### src/hw/rtl/maf_pkg.sv
// Shared types, constants and helpers for the moving-average filter.
// No dependencies; used by every other file of the block but maf_ram.
`timescale 1ns / 1ps

package maf_pkg;

  localparam int unsigned MaxWindow = 64;
  localparam int unsigned SlotW     = $clog2(MaxWindow);
  localparam int unsigned CntW      = $clog2(MaxWindow + 1);
  localparam int unsigned SampleW   = 16;
  localparam int unsigned SumW      = SampleW + SlotW;
  localparam int unsigned QuoCntW   = $clog2(SumW + 1);
  localparam int unsigned WinRegW   = 7;

  localparam logic [WinRegW-1:0] WindowReset = WinRegW'(8);

  typedef enum logic {
    OP_PUSH  = 1'b0,
    OP_CLEAR = 1'b1
  } op_e;

  typedef enum logic [4:0] {
    ST_IDLE   = 5'b00001,
    ST_FETCH  = 5'b00010,
    ST_START  = 5'b00100,
    ST_DIVIDE = 5'b01000,
    ST_DONE   = 5'b10000
  } state_e;

  // request to the divider
  typedef struct packed {
    logic            start;
    logic [SumW-1:0] dividend;
    logic [CntW-1:0] divisor;
  } div_req_t;

  typedef struct packed {
    logic            done;
    logic [SumW-1:0] quotient;
  } div_rsp_t;

  // window size as written: 0 -> 1, above the store depth -> store depth
  function automatic logic [CntW-1:0] limit_size(input logic [WinRegW-1:0] v);
    logic [CntW-1:0] r;
    if (v == '0) begin
      r = CntW'(1);
    end else if (32'(v) > MaxWindow) begin
      r = CntW'(MaxWindow);
    end else begin
      r = CntW'(v);
    end
    return r;
  endfunction

endpackage

### src/hw/rtl/maf_if.sv
// Valid/ready channel interfaces for the moving-average filter.
// Depends on maf_pkg for field widths.
`timescale 1ns / 1ps

interface maf_in_if;
  logic                                valid;
  logic                                ready;
  logic                                operation;
  logic signed [maf_pkg::SampleW-1:0]  sample;

  modport source (output valid, output operation, output sample, input ready);
  modport sink   (input valid, input operation, input sample, output ready);
endinterface

interface maf_out_if;
  logic                                valid;
  logic                                ready;
  logic signed [maf_pkg::SampleW-1:0]  average;
  logic                                window_full;

  modport source (output valid, output average, output window_full, input ready);
  modport sink   (input valid, input average, input window_full, output ready);
endinterface

### src/hw/rtl/maf_ram.sv
// Generic single-port-write, single-port-read RAM with registered read data.
// No dependencies.
`timescale 1ns / 1ps

module maf_ram #(
  parameter int unsigned Width = 16,
  parameter int unsigned Depth = 64
) (
  input  logic                     clk_i,
  input  logic                     we_i,
  input  logic [$clog2(Depth)-1:0] waddr_i,
  input  logic [Width-1:0]         wdata_i,
  input  logic [$clog2(Depth)-1:0] raddr_i,
  output logic [Width-1:0]         rdata_o
);

  logic [Width-1:0] mem [Depth];

  always_ff @(posedge clk_i) begin
    if (we_i) begin
      mem[waddr_i] <= wdata_i;
    end
    rdata_o <= mem[raddr_i];
  end

endmodule

### src/hw/rtl/maf_div.sv
// Iterative restoring divider: unsigned sum magnitude by sample count,
// one quotient bit per cycle. Depends on maf_pkg.
`timescale 1ns / 1ps

module maf_div (
  input  logic              clk_i,
  input  logic              rst_ni,
  input  maf_pkg::div_req_t req_i,
  output maf_pkg::div_rsp_t rsp_o
);

  logic [maf_pkg::CntW-1:0]    rem_q, rem_d;
  logic [maf_pkg::SumW-1:0]    quo_q, quo_d;
  logic [maf_pkg::CntW-1:0]    dvs_q;
  logic [maf_pkg::QuoCntW-1:0] cnt_q;
  logic                        busy_q, done_q;
  logic [maf_pkg::CntW:0]      rem_sh;
  logic                        ge;

  always_comb begin
    rem_sh = {rem_q, quo_q[maf_pkg::SumW-1]};
    ge     = rem_sh >= {1'b0, dvs_q};
    rem_d  = ge ? maf_pkg::CntW'(rem_sh - {1'b0, dvs_q}) : maf_pkg::CntW'(rem_sh);
    quo_d  = {quo_q[maf_pkg::SumW-2:0], ge};
  end

  always_ff @(posedge clk_i or negedge rst_ni) begin
    if (!rst_ni) begin
      busy_q <= 1'b0;
      done_q <= 1'b0;
      cnt_q  <= '0;
    end else begin
      done_q <= 1'b0;
      if (req_i.start) begin
        busy_q <= 1'b1;
        cnt_q  <= maf_pkg::QuoCntW'(maf_pkg::SumW);
      end else if (busy_q) begin
        cnt_q <= cnt_q - 1'b1;
        if (cnt_q == maf_pkg::QuoCntW'(1)) begin
          busy_q <= 1'b0;
          done_q <= 1'b1;
        end
      end
    end
  end

  always_ff @(posedge clk_i) begin
    if (req_i.start) begin
      rem_q <= '0;
      quo_q <= req_i.dividend;
      dvs_q <= req_i.divisor;
    end else if (busy_q) begin
      rem_q <= rem_d;
      quo_q <= quo_d;
    end
  end

  assign rsp_o.done     = done_q;
  assign rsp_o.quotient = quo_q;

endmodule

### src/hw/rtl/moving_average_filter_top.sv
// Boxcar moving-average filter, top level.
// Depends on maf_pkg, maf_if, maf_ram and maf_div.
`timescale 1ns / 1ps
//
// Usage:
//   in_i carries requests: operation (push or clear) and a signed 16-bit
//   sample. out_o returns one result per request: the signed average of
//   the samples held (truncated toward zero) and window_full.
//   cfg_we_i/cfg_wdata_i write the window size (0 reads as 1, above 64
//   as 64); every write empties the window. Write only while idle.
// Sequence:
//   A push runs from acceptance to result as follows: the ring store is
//   read at acceptance, then the sum is updated, the divider is loaded,
//   the bit-serial divider runs, the quotient is taken and the output
//   register is loaded. A clear skips the divider and goes straight to
//   the output register. in_i.ready is high only while no request is in
//   work, so a new request is taken only once the last one is through.
// Reset:
//   Window empty, window size 8, no result pending. The ring store is
//   not cleared; only slots written since the last clear are ever read.
// Stall:
//   Results sit in an output register. A new request is accepted while
//   a result waits; the next result waits in the last step until the
//   output register is taken.

module moving_average_filter_top (
  input  logic                        clk_i,
  input  logic                        rst_ni,
  input  logic                        cfg_we_i,
  input  logic [maf_pkg::WinRegW-1:0] cfg_wdata_i,
  maf_in_if.sink                      in_i,
  maf_out_if.source                   out_o
);

  maf_pkg::state_e state_q, state_d;

  logic [maf_pkg::CntW-1:0]           window_q;
  logic [maf_pkg::CntW-1:0]           held_q;
  logic [maf_pkg::SlotW-1:0]          wslot_q;
  logic signed [maf_pkg::SumW-1:0]    sum_q;
  logic [maf_pkg::SlotW-1:0]          slot_q;
  logic signed [maf_pkg::SampleW-1:0] x_q;
  logic                               neg_q;
  logic                               full_q;
  logic signed [maf_pkg::SampleW-1:0] avg_q;

  logic                               out_valid_q;
  logic signed [maf_pkg::SampleW-1:0] out_avg_q;
  logic                               out_full_q;

  logic                               in_acc;
  logic                               out_load;
  logic [maf_pkg::SlotW-1:0]          rd_slot;
  logic [maf_pkg::SampleW-1:0]        old_sample;
  logic                               was_full;
  logic [maf_pkg::CntW-1:0]           held_next;
  logic [maf_pkg::CntW-1:0]           slot_inc;
  logic signed [maf_pkg::SumW-1:0]    sum_next;
  logic [maf_pkg::SampleW-1:0]        quo_lo;

  maf_pkg::div_req_t div_req;
  maf_pkg::div_rsp_t div_rsp;

  assign in_i.ready = (state_q == maf_pkg::ST_IDLE);
  assign in_acc     = in_i.valid && in_i.ready;

  // slot index wraps when the window shrank below it
  assign rd_slot = (maf_pkg::CntW'(wslot_q) >= window_q) ? '0 : wslot_q;

  maf_ram #(
    .Width(maf_pkg::SampleW),
    .Depth(maf_pkg::MaxWindow)
  ) u_store (
    .clk_i  (clk_i),
    .we_i   (state_q == maf_pkg::ST_FETCH),
    .waddr_i(slot_q),
    .wdata_i(x_q),
    .raddr_i(rd_slot),
    .rdata_o(old_sample)
  );

  always_comb begin
    was_full  = (held_q == window_q);
    held_next = was_full ? held_q : held_q + 1'b1;
    sum_next  = sum_q + maf_pkg::SumW'(x_q)
              - (was_full ? maf_pkg::SumW'($signed(old_sample)) : '0);
    slot_inc  = maf_pkg::CntW'(slot_q) + 1'b1;
  end

  assign div_req.start    = (state_q == maf_pkg::ST_START);
  assign div_req.dividend = sum_q[maf_pkg::SumW-1] ? maf_pkg::SumW'(-sum_q)
                                                   : maf_pkg::SumW'(sum_q);
  assign div_req.divisor  = held_q;

  maf_div u_div (
    .clk_i (clk_i),
    .rst_ni(rst_ni),
    .req_i (div_req),
    .rsp_o (div_rsp)
  );

  assign quo_lo   = div_rsp.quotient[maf_pkg::SampleW-1:0];
  assign out_load = (state_q == maf_pkg::ST_DONE) && (!out_valid_q || out_o.ready);

  always_comb begin
    state_d = state_q;
    unique case (state_q)
      maf_pkg::ST_IDLE: begin
        if (in_acc) begin
          state_d = (in_i.operation == maf_pkg::OP_CLEAR) ? maf_pkg::ST_DONE
                                                           : maf_pkg::ST_FETCH;
        end
      end
      maf_pkg::ST_FETCH:  state_d = maf_pkg::ST_START;
      maf_pkg::ST_START:  state_d = maf_pkg::ST_DIVIDE;
      maf_pkg::ST_DIVIDE: begin
        if (div_rsp.done) begin
          state_d = maf_pkg::ST_DONE;
        end
      end
      maf_pkg::ST_DONE: begin
        if (out_load) begin
          state_d = maf_pkg::ST_IDLE;
        end
      end
      default: state_d = maf_pkg::ST_IDLE;
    endcase
  end

  always_ff @(posedge clk_i or negedge rst_ni) begin
    if (!rst_ni) begin
      state_q     <= maf_pkg::ST_IDLE;
      window_q    <= maf_pkg::limit_size(maf_pkg::WindowReset);
      held_q      <= '0;
      wslot_q     <= '0;
      sum_q       <= '0;
      out_valid_q <= 1'b0;
    end else begin
      state_q <= state_d;
      if (cfg_we_i) begin
        window_q <= maf_pkg::limit_size(cfg_wdata_i);
        held_q   <= '0;
        wslot_q  <= '0;
        sum_q    <= '0;
      end else if (in_acc && in_i.operation == maf_pkg::OP_CLEAR) begin
        held_q  <= '0;
        wslot_q <= '0;
        sum_q   <= '0;
      end else if (state_q == maf_pkg::ST_FETCH) begin
        held_q  <= held_next;
        sum_q   <= sum_next;
        wslot_q <= (slot_inc >= window_q) ? '0 : slot_q + 1'b1;
      end
      if (out_load) begin
        out_valid_q <= 1'b1;
      end else if (out_o.ready) begin
        out_valid_q <= 1'b0;
      end
    end
  end

  always_ff @(posedge clk_i) begin
    if (in_acc) begin
      x_q    <= in_i.sample;
      slot_q <= rd_slot;
      avg_q  <= '0;
      full_q <= 1'b0;
    end
    if (state_q == maf_pkg::ST_FETCH) begin
      full_q <= (held_next == window_q);
    end
    if (state_q == maf_pkg::ST_START) begin
      neg_q <= sum_q[maf_pkg::SumW-1];
    end
    if (state_q == maf_pkg::ST_DIVIDE && div_rsp.done) begin
      avg_q <= neg_q ? $signed(-quo_lo) : $signed(quo_lo);
    end
    if (out_load) begin
      out_avg_q  <= avg_q;
      out_full_q <= full_q;
    end
  end

  assign out_o.valid       = out_valid_q;
  assign out_o.average     = out_avg_q;
  assign out_o.window_full = out_full_q;

endmodule

### src/flat_wrapper.sv
// flat-port wrapper written by rule: the top's interface ports become plain ports
module moving_average_filter_top_flat 
  (clk_i, rst_ni, cfg_we_i, cfg_wdata_i, in_i_valid, in_i_operation, in_i_sample, in_i_ready, out_o_valid, out_o_average, out_o_window_full, out_o_ready);
  maf_in_if in_i_i ();
  maf_out_if out_o_i ();
  input  logic clk_i;
  input  logic rst_ni;
  input  logic cfg_we_i;
  input  logic [maf_pkg::WinRegW-1:0] cfg_wdata_i;
  input wire logic [$bits(in_i_i.valid)-1:0] in_i_valid;
  input wire logic [$bits(in_i_i.operation)-1:0] in_i_operation;
  input wire logic [$bits(in_i_i.sample)-1:0] in_i_sample;
  output wire logic [$bits(in_i_i.ready)-1:0] in_i_ready;
  output wire logic [$bits(out_o_i.valid)-1:0] out_o_valid;
  output wire logic [$bits(out_o_i.average)-1:0] out_o_average;
  output wire logic [$bits(out_o_i.window_full)-1:0] out_o_window_full;
  input wire logic [$bits(out_o_i.ready)-1:0] out_o_ready;
  assign in_i_i.valid = in_i_valid;
  assign in_i_i.operation = in_i_operation;
  assign in_i_i.sample = in_i_sample;
  assign in_i_ready = in_i_i.ready;
  assign out_o_valid = out_o_i.valid;
  assign out_o_average = out_o_i.average;
  assign out_o_window_full = out_o_i.window_full;
  assign out_o_i.ready = out_o_ready;
  moving_average_filter_top u_core (.clk_i(clk_i), .rst_ni(rst_ni), .cfg_we_i(cfg_we_i), .cfg_wdata_i(cfg_wdata_i), .in_i(in_i_i), .out_o(out_o_i));
endmodule
### config.mk
export PLATFORM = sky130hd
export DESIGN_NAME = moving_average_filter_top_flat
export DESIGN_NICKNAME = d
export VERILOG_FILES = /design/src/hw/rtl/maf_pkg.sv /design/src/hw/rtl/maf_if.sv /design/src/hw/rtl/maf_ram.sv /design/src/hw/rtl/maf_div.sv /design/src/hw/rtl/moving_average_filter_top.sv /design/src/flat_wrapper.sv
export SDC_FILE = /design/constraint.sdc
export NUM_CORES = 2
export LEC_CHECK = 0
export ABC_CLOCK_PERIOD_IN_PS = 9500
export BUFFER_PORTS_ARGS = -buffer_cell sky130_fd_sc_hd__buf_2
export CORE_ASPECT_RATIO = 0.7
export CORE_MARGIN = 3
export CORE_UTILIZATION = 57
export DETAILED_ROUTE_END_ITERATION = 8
export GPL_TIMING_DRIVEN = 0
export PLACE_DENSITY = 0.73
export SYNTH_ARGS = -nofsm -noshare
export SYNTH_HDL_FRONTEND = slang
export SYNTH_HIERARCHICAL = 1
export SYNTH_SLANG_ARGS = --single-unit
### constraint.sdc
create_clock -name clk_i -period 9.5 [get_ports clk_i]
set_clock_uncertainty 0.1 [all_clocks]
set_input_delay 2.85 -clock clk_i [delete_from_list [all_inputs] [get_ports clk_i]]
set_output_delay 2.85 -clock clk_i [all_outputs]
set_load 0.005 [all_outputs]
==> impl_metrics.tcl <==
set metrics [dict create \
    timing.fmax_mhz 167 \
    grtUsageMet2_pct 39.7 \
    multi_input_area_um2 13000 \
    initial_utilization_pct 58.0 \
    relSlewSlack_pct 24.1 \
    rows 89 \
    dp_hpwl_mm 89.2 \
    end_kind "flop" \
    power.switching_mw 3.30 \
    io_buffers 47 \
    post_cts_buffers 0 \
    setup_viol 0 \
    reg2reg_depth 16 \
    track_usage_pct 28.7 \
    clk_path_buf_depth 3 \
    post_cts_resized 0 \
    drive_gt1_share_pct 22.6 \
    p_int_mw 9.05 \
    htree_num_levels 3 \
    fin_util_pct 65.7 \
    syn_area_um2 49300 \
    critPathKind "reg2reg" \
    grt_use_met1_pct 44.3 \
    seq_area_um2 35200 \
    wl_per_cell_um 30.4 \
    fillers 5528 \
    tightest_slew_ns 1.12 \
    cp.arrival_ns 6.47 \
    vias 27448 \
    ys_seq_area_share_pct 71.4 \
    finalWirelength_mm 128 \
    synthArstFlopShare_pct 4.63 \
    yosysUniqueCellTypes 87 \
    fin_nets 3070 \
    die_y_um 252 \
    startpoint_type "flop" \
    syn_inst 2746 \
    die_area_um2 90100 \
    seqPwrFrac_pct 51.3 \
    powerDensity_nw_per_um2 221 \
    cts_sinks 1188 \
    drc 0 \
    status "complete, no violations" \
    vdd_ir_drop_max_uv 217 \
    rsz0062_at_grt "no" \
    final_cells 4197 \
    grt_util_met3_pct 8.58 \
    maxSlewViolCount 0 \
    cap_violations 0 \
    synth-seq-cells 1188 \
    hold_class "reg2reg" \
    ys_warn_count 6 \
    critPathMaxStageDelay_ns 0.99 \
    mappedNetlistNets 2845 \
    critPathMostFrequentCell "clkbuf_1" \
    finalSetupTns_ns 0 \
    p_clk_share_pct 33.0 \
    gr-max-usage-layer "met1" \
    clk_latency_ns 0.70 \
    hold_depth 0 \
    antenna_found_initial 9 \
    core_um2 85000 \
    finalHoldViolCount 0 \
    clk_pin_slew_worst_paths_ns 0.07 \
    routed_via_density 6.54 \
    grt_pass1_wl_mm 184 \
    area_growth_pct 13.2 \
    synth_edf_count 1110 \
    placed_cells 3999 \
    cts_buffers 106 \
    synthFlopType "edfxtp_1" \
    routabilityCongestion 0.945 \
    grt_pass1_vias 26668 \
    avgSynthCellArea_um2 17.9 \
    p_leak_nw 18.1 \
    grt_max_degree 56 \
    swShare_pct 26.7 \
    finalCritPeriodShare_pct 63.0 \
    die_x_um 357 \
    comb_power_share_pct 15.7 \
    io_pins 48 \
    period_needed_ns 5.98 \
    ant_nets 0 \
    cp.required_ns 9.99 \
    holdBufCountCts 0 \
    clock-root-buffer "clkbuf_16" \
    drt_first_iter_violations 4183 \
    crit_chain "clkbuf_1 > xnor2_1 > nand4_1 > nor4_2 > clkbuf_1 > clkbuf_1 > and2_1 > fa_1 > inv_1 > ha_1 > nand4_1 > o311ai_0 > o22ai_1 > xnor2_1 > or3_1 > a21oi_1" \
    rrSetupSlack_ns 3.52 \
    crit_slowest_cell "o311ai_0" \
    worst-path-max-fanout 10 \
    first_pass_iters 6 \
    cts_tree "yes" \
    overflow 0 \
]
power groups by stage:
| stage | Clock, mW | Sequential, mW | Combinational, mW |
|---|---|---|---|
| 2_1_floorplan | 0 | 6.46 | 1.08 |
| 3_3_place_gp | 0 | 6.67 | 1.43 |
| 6_report | 4.08 | 6.33 | 1.94 |
| 4_1_cts | 4.13 | 6.33 | 1.90 |
| 3_5_place_dp | 0 | 6.44 | 1.89 |
| 5_1_grt | 4.32 | 6.35 | 2.10 |
sequential cells by signal (all words and copies together), names as in the netlist, 5 cells and up:
| register | flops |
|---|---|
| u_core/u_store/mem | 1024 |
| u_core/sum_q | 22 |
| u_core/u_div/quo_q | 22 |
| u_core/avg_q | 16 |
| u_core/out_o.average | 16 |
| u_core/u_store/rdata_o | 16 |
| u_core/x_q | 16 |
| u_core/held_q | 7 |
| u_core/u_div/dvs_q | 7 |
| u_core/u_div/rem_q | 7 |
| u_core/window_q | 7 |
| u_core/slot_q | 6 |
| u_core/wslot_q | 6 |
| u_core/state_q | 5 |
| u_core/u_div/cnt_q | 5 |
synth_stat cells (14+ instances only):
cell type | instances | area [um2]
edfxtp_1 | 1110 | 33300
mux4_2 | 220 | 4950
nand2_1 | 140 | 526
nor2_1 | 136 | 510
inv_1 | 111 | 417
mux2i_1 | 89 | 891
a21oi_1 | 58 | 290
dfrtp_1 | 53 | 1330
xnor2_1 | 49 | 429
ha_1 | 48 | 601
clkbuf_1 | 47 | 176
o21ai_0 | 47 | 235
a22oi_1 | 40 | 300
nand3_1 | 39 | 195
nor2b_1 | 39 | 244
buf_2 | 37 | 185
xor2_1 | 31 | 272
mux2_2 | 28 | 315
and2_1 | 25 | 156
dfxtp_1 | 23 | 460
nand4_1 | 23 | 144
fa_1 | 22 | 440
mux2_1 | 21 | 236
buf_6 | 19 | 214
nand2b_1 | 19 | 119
a221oi_1 | 17 | 149
buf_4 | 15 | 113
nor3_1 | 14 | 70.1
critical path, delay by kind of cell (launching register included):
family	cells	cell delay, ns
adder cells (fa/ha/maj)	2	0.65
flip-flops	1	0.34
AND/OR/NAND/NOR	5	1.71
AO/OA/AOI/OAI	3	1.33
buffers and inverters	4	1.24
XOR/XNOR	2	0.50
per-stage QoR:
stage / instance area [um2] / hold slack [ns] / worst slack, ns / total power, mW
final: 55800 / 0.309 / 3.52 / 12.4
after global routing: 55800 / 0.305 / 2.97 / 12.8
after CTS: 55700 / 0.304 / 3.57 / 12.4
after detailed placement: 52500 / 0.305 / 3.63 / 8.33
after global placement: 50900 / 0.301 / 3.64 / 8.09
after floorplan: 49300 / 0.300 / 5.14 / 7.53
final cells by class:
type                       instances  area share (%)
sequential                      1188            63.0
inverter                         115           0.774
timing repair buffer             117            2.93
clock buffer                     131            5.00
clock inverter                    63           0.870
tap                             1137            2.55
multi-input combinational       1307            23.2
buffer                           136            1.57
antenna                            3          0.0135
layout by cell type, fill, tap and decap left out, drive strengths merged, types with 7 or more instances in the layout:
master and count:
buf 203, nand3 41, clkbuf 181, dfrtp 53, mux2i 89, a21o 13, xnor2 49, a41oi 11
a221o 7, a22oi 40, nand2b 19, nor2 138, edfxtp 1110, a211oi 14, nor2b 39, ha 48
a31oi 13, a311oi 11, xor2 31, o21ai 53, and2 25, a21oi 58, a211o 9, mux4 224
fa 22, nor3 14, nand4 23, mux2 49, nand2 141, dfxtp 23, a221oi 17, o31ai 14
inv 121, clkinv 51, nand3b 10, nor4 8, a22o 9
final timing paths:
check | start | end
worst min register to register | u_core/avg_q[1] | u_core/out_o.average[1]
worst min-delay path | u_core/avg_q[1] | u_core/out_o.average[1]
min in group asynchronous | rst_ni | u_core/u_div/cnt_q[2]
worst max register to register | u_core/held_q[4] | u_core/sum_q[21]
worst max-delay path | u_core/held_q[4] | u_core/sum_q[21]
max in group asynchronous | rst_ni | u_core/sum_q[19]
logic make-up (layout without fill, tap and decap cells):
kind of cell | after synthesis | count (layout) | synth area share, %
adder cells (fa/ha/maj) | 70 | 70 | 2.11
multiplexers | 362 | 362 | 13.2
other | 0 | 3 | 0
flip-flops | 1188 | 1188 | 71.4
AND/OR/NAND/NOR | 498 | 498 | 5.03
XOR/XNOR | 80 | 80 | 1.42
AO/OA/AOI/OAI | 297 | 297 | 4.22
buffers and inverters | 251 | 562 | 2.66
per-layer routing:
metal / vias up / share of wire (%)
met5: - / 0.020
met4: 4 / 3.0
met3: 226 / 14
met2: 1816 / 43
met1: 14095 / 41
li1: 11307 / -
No activity file was read; power rests on OpenSTA's default activity.
